<file path="config.mk">
export PLATFORM = sky130hd
export DESIGN_NAME = grid_rle_decoder
export DESIGN_NICKNAME = d
export VERILOG_FILES = /design/src/hdl/grd_pkg.sv /design/src/hdl/grd_decode.sv /design/src/hdl/grd_fifo.sv /design/src/hdl/grid_rle_decoder.sv
export SDC_FILE = /design/constraint.sdc
export NUM_CORES = 2
export LEC_CHECK = 0
export BUFFER_PORTS_ARGS = -buffer_cell sky130_fd_sc_hd__buf_2
export CAP_MARGIN = 0
export CORE_MARGIN = 4
export CORE_UTILIZATION = 60
export DETAILED_ROUTE_END_ITERATION = 7
export GPL_ROUTABILITY_DRIVEN = 1
export PLACE_DENSITY_LB_ADDON = 0.12
export SLEW_MARGIN = 20
export SYNTH_ARGS = -nofsm -noshare
export SYNTH_HDL_FRONTEND = slang
export SYNTH_SLANG_ARGS = --single-unit
</file>
<file path="constraint.sdc">
create_clock -name i_clk -period 25.8 [get_ports i_clk]
set_input_delay 3.87 -clock i_clk [delete_from_list [all_inputs] [get_ports i_clk]]
set_output_delay 3.87 -clock i_clk [all_outputs]
set_load 0.01 [all_outputs]
</file>
<file path="src/hdl/grd_pkg.sv">
// ----------------------------------------------------------------------------
// grd_pkg
// shared widths, codes and result types of the grid run-length decoder
// ----------------------------------------------------------------------------
package grd_pkg;

    localparam int MAX_CELLS  = 65536;
    localparam int BYTE_W     = 8;
    localparam int LEN_W      = 20;
    localparam int CELL_W     = 17;
    localparam int VAL_W      = 16;
    localparam int STAT_W     = 3;
    localparam int DECL_W     = 32;
    localparam int PART_W     = 24;
    localparam int MODE_W     = 8;

    // header layout
    localparam int HDR_LEN      = 5;
    localparam int HDR_MODE_POS = 4;

    // results one byte can cause: payload run, zero fill, status
    localparam int RES_SLOTS  = 3;
    localparam int SLOT_RUN   = 0;
    localparam int SLOT_FILL  = 1;
    localparam int SLOT_STAT  = 2;

    localparam int FIFO_DEPTH = 8;

    localparam logic [CELL_W-1:0] CAP_RESET = CELL_W'(65536);

    localparam logic [MODE_W-1:0] MODE_RLE = 8'd0;
    localparam logic [MODE_W-1:0] MODE_RAW = 8'd1;

    localparam logic KIND_RUN    = 1'b0;
    localparam logic KIND_STATUS = 1'b1;

    typedef enum logic [STAT_W-1:0] {
        ST_OK        = 3'd0,
        ST_TOO_SHORT = 3'd1,
        ST_OVER_CAP  = 3'd2,
        ST_BAD_MODE  = 3'd3,
        ST_RAW_SHORT = 3'd4
    } t_status;

    typedef struct packed {
        logic                kind;
        logic [CELL_W-1:0]   start;
        logic [CELL_W-1:0]   len;
        logic [VAL_W-1:0]    value;
        t_status             status;
        logic                last;
    } t_result;

    typedef struct packed {
        logic    [RES_SLOTS-1:0] vld;
        t_result [RES_SLOTS-1:0] res;
    } t_push;

endpackage

</file>
<file path="src/hdl/grd_decode.sv">
// ----------------------------------------------------------------------------
// grd_decode
// input register, header and payload parsing, run generation
// ----------------------------------------------------------------------------
module grd_decode (
    input  logic                       i_clk,
    input  logic                       i_rst_n,
    input  logic                       i_accept,
    input  logic [grd_pkg::BYTE_W-1:0] i_data_byte,
    input  logic [grd_pkg::LEN_W-1:0]  i_buffer_length,
    input  logic                       i_last_byte,
    input  logic                       i_cfg_we,
    input  logic [grd_pkg::CELL_W-1:0] i_cfg_data,
    output grd_pkg::t_push             o_push
);
    import grd_pkg::*;

    localparam logic [LEN_W-1:0]  POS_MAX      = {LEN_W{1'b1}};
    localparam logic [24:0]       MAX_CELLS_EX = 25'(MAX_CELLS);

    // input register
    logic                 r_in_vld;
    logic [BYTE_W-1:0]    r_byte;
    logic [LEN_W-1:0]     r_blen;
    logic                 r_lastb;

    logic [CELL_W-1:0]    r_cap;

    // buffer state
    logic [LEN_W-1:0]     r_pos,      n_pos;
    logic [DECL_W-1:0]    r_declared, n_declared;
    logic [MODE_W-1:0]    r_mode,     n_mode;
    logic [PART_W-1:0]    r_partial,  n_partial;
    logic [CELL_W-1:0]    r_written,  n_written;
    logic                 r_stopped,  n_stopped;
    t_status              r_err,      n_err;

    logic [CELL_W-1:0]    w_cap;
    logic [DECL_W+1:0]    w_raw_need;
    t_status              w_hdr_err;
    t_status              w_stat;
    logic [1:0]           w_idx_lo;
    logic [CELL_W-1:0]    w_room;
    logic [CELL_W-1:0]    w_cnt;
    logic [CELL_W-1:0]    w_len;

    always_ff @(posedge i_clk) begin
        if (!i_rst_n) begin
            r_in_vld <= 1'b0;
            r_cap    <= CAP_RESET;
        end else begin
            r_in_vld <= i_accept;
            if (i_cfg_we) begin
                r_cap <= i_cfg_data;
            end
        end
        if (i_accept) begin
            r_byte  <= i_data_byte;
            r_blen  <= i_buffer_length;
            r_lastb <= i_last_byte;
        end
    end

    always_comb begin
        w_cap = ({8'b0, r_cap} > MAX_CELLS_EX) ? MAX_CELLS_EX[CELL_W-1:0] : r_cap;

        // header checks in priority order
        w_raw_need = {1'b0, r_declared, 1'b0} + (DECL_W+2)'(HDR_LEN);
        if (r_blen < LEN_W'(HDR_LEN)) begin
            w_hdr_err = ST_TOO_SHORT;
        end else if (r_declared > {{(DECL_W-CELL_W){1'b0}}, w_cap}) begin
            w_hdr_err = ST_OVER_CAP;
        end else if (r_byte > MODE_RAW) begin
            w_hdr_err = ST_BAD_MODE;
        end else if (r_byte == MODE_RAW &&
                     w_raw_need > {{(DECL_W+2-LEN_W){1'b0}}, r_blen}) begin
            w_hdr_err = ST_RAW_SHORT;
        end else begin
            w_hdr_err = ST_OK;
        end

        // payload index is position minus header length
        w_idx_lo = r_pos[1:0] + 2'd3;
        w_room   = r_declared[CELL_W-1:0] - r_written;
        w_cnt    = {1'b0, r_partial[PART_W-1:BYTE_W]};
        w_len    = (w_cnt < w_room) ? w_cnt : w_room;

        n_pos      = r_pos;
        n_declared = r_declared;
        n_mode     = r_mode;
        n_partial  = r_partial;
        n_written  = r_written;
        n_stopped  = r_stopped;
        n_err      = r_err;
        o_push     = '0;

        if (r_pos < LEN_W'(HDR_MODE_POS)) begin
            n_declared = {r_declared[DECL_W-BYTE_W-1:0], r_byte};
        end else if (r_pos == LEN_W'(HDR_MODE_POS)) begin
            n_mode = r_byte;
            n_err  = w_hdr_err;
            if (w_hdr_err != ST_OK || r_declared == '0) begin
                n_stopped = 1'b1;
            end
        end else if (!r_stopped && r_pos < r_blen) begin
            if (r_mode == MODE_RAW) begin
                if (!w_idx_lo[0]) begin
                    n_partial = {16'b0, r_byte};
                end else begin
                    n_partial = '0;
                    o_push.vld[SLOT_RUN]       = 1'b1;
                    o_push.res[SLOT_RUN].start = r_written;
                    o_push.res[SLOT_RUN].len   = CELL_W'(1);
                    o_push.res[SLOT_RUN].value = {r_partial[BYTE_W-1:0], r_byte};
                    n_written = r_written + CELL_W'(1);
                end
            end else begin
                if (w_idx_lo != 2'd3) begin
                    n_partial = {r_partial[PART_W-BYTE_W-1:0], r_byte};
                end else begin
                    n_partial = '0;
                    if (w_cnt == '0) begin
                        n_stopped = 1'b1;
                    end else begin
                        o_push.vld[SLOT_RUN]       = 1'b1;
                        o_push.res[SLOT_RUN].start = r_written;
                        o_push.res[SLOT_RUN].len   = w_len;
                        o_push.res[SLOT_RUN].value = {r_partial[BYTE_W-1:0], r_byte};
                        n_written = r_written + w_len;
                    end
                end
            end
            if ({{(DECL_W-CELL_W){1'b0}}, n_written} >= r_declared) begin
                n_stopped = 1'b1;
            end
        end

        if (r_pos != POS_MAX) begin
            n_pos = r_pos + LEN_W'(1);
        end

        w_stat = (r_pos < LEN_W'(HDR_MODE_POS)) ? ST_TOO_SHORT : n_err;
        if (r_lastb) begin
            if (w_stat == ST_OK && n_written < w_cap) begin
                o_push.vld[SLOT_FILL]       = 1'b1;
                o_push.res[SLOT_FILL].start = n_written;
                o_push.res[SLOT_FILL].len   = w_cap - n_written;
            end
            o_push.vld[SLOT_STAT]        = 1'b1;
            o_push.res[SLOT_STAT].kind   = KIND_STATUS;
            o_push.res[SLOT_STAT].status = w_stat;
            o_push.res[SLOT_STAT].last   = 1'b1;
            n_pos      = '0;
            n_declared = '0;
            n_mode     = '0;
            n_partial  = '0;
            n_written  = '0;
            n_stopped  = 1'b0;
            n_err      = ST_OK;
        end

        if (!r_in_vld) begin
            o_push.vld = '0;
        end
    end

    always_ff @(posedge i_clk) begin
        if (!i_rst_n) begin
            r_pos      <= '0;
            r_declared <= '0;
            r_mode     <= '0;
            r_partial  <= '0;
            r_written  <= '0;
            r_stopped  <= 1'b0;
            r_err      <= ST_OK;
        end else if (r_in_vld) begin
            r_pos      <= n_pos;
            r_declared <= n_declared;
            r_mode     <= n_mode;
            r_partial  <= n_partial;
            r_written  <= n_written;
            r_stopped  <= n_stopped;
            r_err      <= n_err;
        end
    end

endmodule

</file>
<file path="src/hdl/grd_fifo.sv">
// ----------------------------------------------------------------------------
// grd_fifo
// result queue, up to three pushes and one pop per cycle
// ----------------------------------------------------------------------------
module grd_fifo #(
    parameter int DEPTH = grd_pkg::FIFO_DEPTH  // power of two, at least 8
) (
    input  logic             i_clk,
    input  logic             i_rst_n,
    input  grd_pkg::t_push   i_push,
    input  logic             i_pop,
    output grd_pkg::t_result o_head,
    output logic             o_valid,
    output logic             o_room
);
    import grd_pkg::*;

    localparam int ADDR_W = $clog2(DEPTH);
    localparam int CNT_W  = $clog2(DEPTH + 1);
    localparam logic [CNT_W-1:0] ROOM_MAX = CNT_W'(DEPTH - 2 * RES_SLOTS);

    t_result           r_mem [DEPTH];
    logic [ADDR_W-1:0] r_wr_ptr;
    logic [ADDR_W-1:0] r_rd_ptr;
    logic [CNT_W-1:0]  r_count, n_count;

    logic [ADDR_W-1:0] w_off [RES_SLOTS];
    logic [CNT_W-1:0]  w_npush;
    logic              w_pop;

    always_comb begin
        w_off[0] = '0;
        w_npush  = CNT_W'(i_push.vld[0]);
        for (int k = 1; k < RES_SLOTS; k++) begin
            w_off[k] = w_off[k-1] + ADDR_W'(i_push.vld[k-1]);
            w_npush  = w_npush + CNT_W'(i_push.vld[k]);
        end
        w_pop   = i_pop && (r_count != '0);
        n_count = r_count + w_npush - CNT_W'(w_pop);
    end

    // packed writes in slot order so beats leave in result order
    always_ff @(posedge i_clk) begin
        for (int k = 0; k < RES_SLOTS; k++) begin
            if (i_push.vld[k]) begin
                r_mem[r_wr_ptr + w_off[k]] <= i_push.res[k];
            end
        end
    end

    always_ff @(posedge i_clk) begin
        if (!i_rst_n) begin
            r_wr_ptr <= '0;
            r_rd_ptr <= '0;
            r_count  <= '0;
        end else begin
            r_wr_ptr <= r_wr_ptr + ADDR_W'(w_npush);
            if (w_pop) begin
                r_rd_ptr <= r_rd_ptr + ADDR_W'(1);
            end
            r_count <= n_count;
        end
    end

    assign o_head  = r_mem[r_rd_ptr];
    assign o_valid = (r_count != '0);
    assign o_room  = (r_count <= ROOM_MAX);

endmodule

</file>
<file path="src/hdl/grid_rle_decoder.sv">
// ----------------------------------------------------------------------------
// grid_rle_decoder
// path: a taken byte passes the input register, then the result queue, before its first beat
// throughput: one byte per cycle while ready; up to three beats per last byte, one per cycle
// the result queue sets the rate: ready drops while it holds more than depth minus six beats
// reset: synchronous active low, clears buffer state and queue, capacity returns to 65536
// ----------------------------------------------------------------------------
module grid_rle_decoder #(
    parameter int FIFO_DEPTH = grd_pkg::FIFO_DEPTH  // result queue depth, power of two >= 8
) (
    input  logic                       i_clk,
    input  logic                       i_rst_n,
    // byte channel
    input  logic                       i_valid,
    output logic                       o_ready,
    input  logic [grd_pkg::BYTE_W-1:0] i_data_byte,
    input  logic [grd_pkg::LEN_W-1:0]  i_buffer_length,
    input  logic                       i_last_byte,
    // capacity register
    input  logic                       i_cfg_we,
    input  logic [grd_pkg::CELL_W-1:0] i_cfg_data,
    // result channel
    output logic                       o_valid,
    input  logic                       i_ready,
    output logic                       o_result_kind,
    output logic [grd_pkg::CELL_W-1:0] o_start_cell,
    output logic [grd_pkg::CELL_W-1:0] o_run_length,
    output logic [grd_pkg::VAL_W-1:0]  o_cell_value,
    output logic [grd_pkg::STAT_W-1:0] o_status,
    output logic                       o_last
);
    import grd_pkg::*;

    t_push   w_push;
    t_result w_head;
    logic    w_room;
    logic    w_accept;

    // the queue keeps room for the byte in flight and the one being taken
    assign o_ready  = w_room;
    assign w_accept = i_valid && w_room;

    // parser: input register, header checks, payload runs, fill and status
    grd_decode u_decode (
        .i_clk           (i_clk),
        .i_rst_n         (i_rst_n),
        .i_accept        (w_accept),
        .i_data_byte     (i_data_byte),
        .i_buffer_length (i_buffer_length),
        .i_last_byte     (i_last_byte),
        .i_cfg_we        (i_cfg_we),
        .i_cfg_data      (i_cfg_data),
        .o_push          (w_push)
    );

    // result queue, doubles as the output register
    grd_fifo #(
        .DEPTH (FIFO_DEPTH)
    ) u_fifo (
        .i_clk   (i_clk),
        .i_rst_n (i_rst_n),
        .i_push  (w_push),
        .i_pop   (i_ready),
        .o_head  (w_head),
        .o_valid (o_valid),
        .o_room  (w_room)
    );

    // head of queue drives the result beat
    assign o_result_kind = w_head.kind;
    assign o_start_cell  = w_head.start;
    assign o_run_length  = w_head.len;
    assign o_cell_value  = w_head.value;
    assign o_status      = w_head.status;
    assign o_last        = w_head.last;

endmodule

</file>
==> flow_summary.toml <==
[critical_path]
critPathArrivalTime_ns = 14.18
end_kind = "flop"
max_stage_delay_ns = 0.94
worst-r2r-setup-slack_ns = 12.14
crit_type = "reg -> reg"
cp-start-kind = "flop"
worstPathRequired_ns = 26.32
crit_fanout = 57
critPathSlowestCell = "or2_2"
crit_top_cell = "ha_1"

[synth]
yosys_most_used_dff = "dfxtp_1"
synth_top_cells_by_count = "536 x dfxtp_1, 445 x nand2_1, 257 x a21oi_1, 222 x nor2_1, 220 x clkbuf_1"
syn_nets = 3975
async_flop_share_pct = 0
yosysTopAreaCell = "dfxtp_1"
synth-seq-cells = 597
syn_inst = 3760
synth.area.top_cells = "dfxtp_1 31%, mux4_2 7.1%, ha_1 5.8%, edfxtp_1 5.4%, nand2_1 4.9%"
netlist_area_um2 = 34100
synthDistinctLibCells = 91
yosysWarnings = 0
synth_top_area_share_pct = 31.5
synth_edf_count = 61
ys_seq_area_share_pct = 36.8
syn_avg_cell_area_um2 = 9.07
synth_most_common_cell = "dfxtp_1"

[global_routing]
grtUsageMet1_pct = 51.3
antenna_found_initial = 2
grt_use_met3_pct = 9.52
grt_start_max_net_pins = 82
use_met2_pct = 64.5
grt_busiest_layer = "met2"
first_global_vias = 31000
grt_overflow = 0
grt_pass1_wl_um = 190000
grt_usage_pct = 41.0

[route]
ant_nets = 0
wl_per_cell_um = 28.3
drcViolationCount = 0
drt-initial-drc-count = 4086
wl_um = 128000
drt_pass1_iterations = 8
vias_per_cell = 7.02
vias = 31700

[floorplanning]
die_h_um = 246
rows = 87
die_w_um = 246
initial_core_util_pct = 60.5
die-area_um2 = 60700
pin_count = 108
fp.coreArea_um2 = 56400

[sta]
clock_skew_ns = 0.0211
period_share_pct = 52.9
finalMaxSlewViolations = 0
timing.setup.tns_ns = 0
period_needed_ns = 13.66
clock.fmax_mhz = 73.2
hold_viol = 0
post-route-worst-setup-slack_ns = 12.14
setup_viol = 0
rsz0062_at_grt = "false"
worst_pin_slew_ns = 1.20
relSlewSlack_pct = 19.9

[clock_tree]
clock_latency_ns = 0.62
clkTransAtPathRegs_ns = 0.06
cts_root_buf = "clkbuf_16"
cts_sinks = 597
numCtsBuffers = 67
post_cts_buffers = 0
ctsLongestPathBuffers = 3
cts_tree = "built"
h-tree-depth = 3
cts_hold_buf = 0
cts_resized = 0

[power]
pwr-share-clk_pct = 40.4
swShare_pct = 30.2
combPwrFrac_pct = 18.6
p_leak_uw = 0.0139
p_switching_uw = 734
ir_worst_vdd_mv = 0.0882
p_per_area_nw_per_um2 = 65.4
intPower_uw = 1700
p_seq_share_pct = 41.0

[job]
cap_violations = 0

[place]
hpwl_um = 87900
portBuffers = 107
post-place-ws_ns = 12.22
gp_congestion = 1.07

[finish]
drive_above_1_share_pct = 14.9
syn2layout_area_growth_pct = 9.18
num-fill-cells = 4606
final_nets = 3916
n_antenna_cell = 0

[worst_hold_path]
min_path_type = "reg -> reg"

[outcome]
outcome = "finished, final reports clean"
[final timing paths]
path | from | to | cells after the start
hold / removal | u_fifo.r_mem[6][17] | u_fifo.r_mem[6][17] | 2
setup reg to reg | u_decode.r_written[8] | u_fifo.r_mem[2][11] | 44
setup / recovery | u_decode.r_written[8] | u_fifo.r_mem[2][11] | 44
hold reg to reg | u_fifo.r_mem[6][17] | u_fifo.r_mem[6][17] | 2
[per-layer routing]
layer | vias up | part of all wire, %
met5 | - | 0.020
met3 | 610 | 11
met2 | 2144 | 44
met1 | 15200 | 37
met4 | 4 | 7.3
li1 | 13700 | -
[layout by cell type, fill, tap and decap left out, types with 117 or more instances in the layout]
master,instances
mux2i_1,136
a211oi_1,117
ha_1,157
inv_1,129
o22ai_1,137
nor2_1,221
dfxtp_1,533
nand2_1,442
a21oi_1,257
[area by class of cell]
type	instances	area, µm²	area share, %
Clock buffer	101	1990	5.34
Clock inverter	22	259	0.695
Inverter	140	526	1.41
Multi-Input combinational cell	2718	19900	53.4
Sequential cell	597	12600	33.8
Tap cell	756	946	2.54
Timing Repair Buffer	177	1060	2.85
[stage by stage]
step	std cells	hold WS, ns	util, %	total power [µW]	cell area, µm²
after CTS	4511	0.450	66.0	2420	37200
after detailed placement	4388	0.442	62.0	1460	35000
final	4511	0.449	66.0	2430	37200
after global routing	4511	0.467	66.0	2510	37200
after global placement	4388	0.435	62.0	1450	35000
after floorplan	3760	0.429	-	1310	34100
[kinds of logic (layout without fill, tap and decap cells)]
family,after synthesis,after routing,share of synthesized area [%]
muxes,320,320,13.6
DFF,597,597,36.8
xor gates and xnor gates,88,88,2.26
AOI/OAI and AO/OA,958,958,19.3
buffers and inverters,445,440,5.23
and+or+nand+nor,1188,1188,16.5
adders and majority gates,164,164,6.17
[worst max-delay path, delay by kind of cell, from the launching register on]
kind	cells	cell delay, ns
AOI/OAI and AO/OA	18	4.50
adders and majority gates	8	2.78
and+or+nand+nor	10	2.76
buffers and inverters	4	1.19
xor gates and xnor gates	3	0.88
muxes	1	0.68
DFF	1	0.65
[power groups by stage]
stage	Sequential (µW)	Combinational (µW)	Clock, µW
2_1_floorplan	990	323	0
6_report	998	453	983
3_3_place_gp	1020	433	0
5_1_grt	1000	483	1020
4_1_cts	998	443	985
3_5_place_dp	1020	441	0
[state kept, by name, indices dropped and copies added (netlist names), named ones only]
| name | count |
|---|---|
| u_decode.r_blen | 20 |
| u_decode.r_byte | 8 |
| u_decode.r_cap | 17 |
| u_decode.r_declared | 32 |
| u_decode.r_err | 3 |
| u_decode.r_in_vld | 1 |
| u_decode.r_lastb | 1 |
| u_decode.r_mode | 8 |
| u_decode.r_partial | 24 |
| u_decode.r_pos | 20 |
| u_decode.r_stopped | 1 |
| u_decode.r_written | 17 |
| u_fifo.r_count | 4 |
| u_fifo.r_mem | 432 |
| u_fifo.r_rd_ptr | 3 |
| u_fifo.r_wr_ptr | 3 |
No activity file was read; power rests on OpenSTA's default activity.
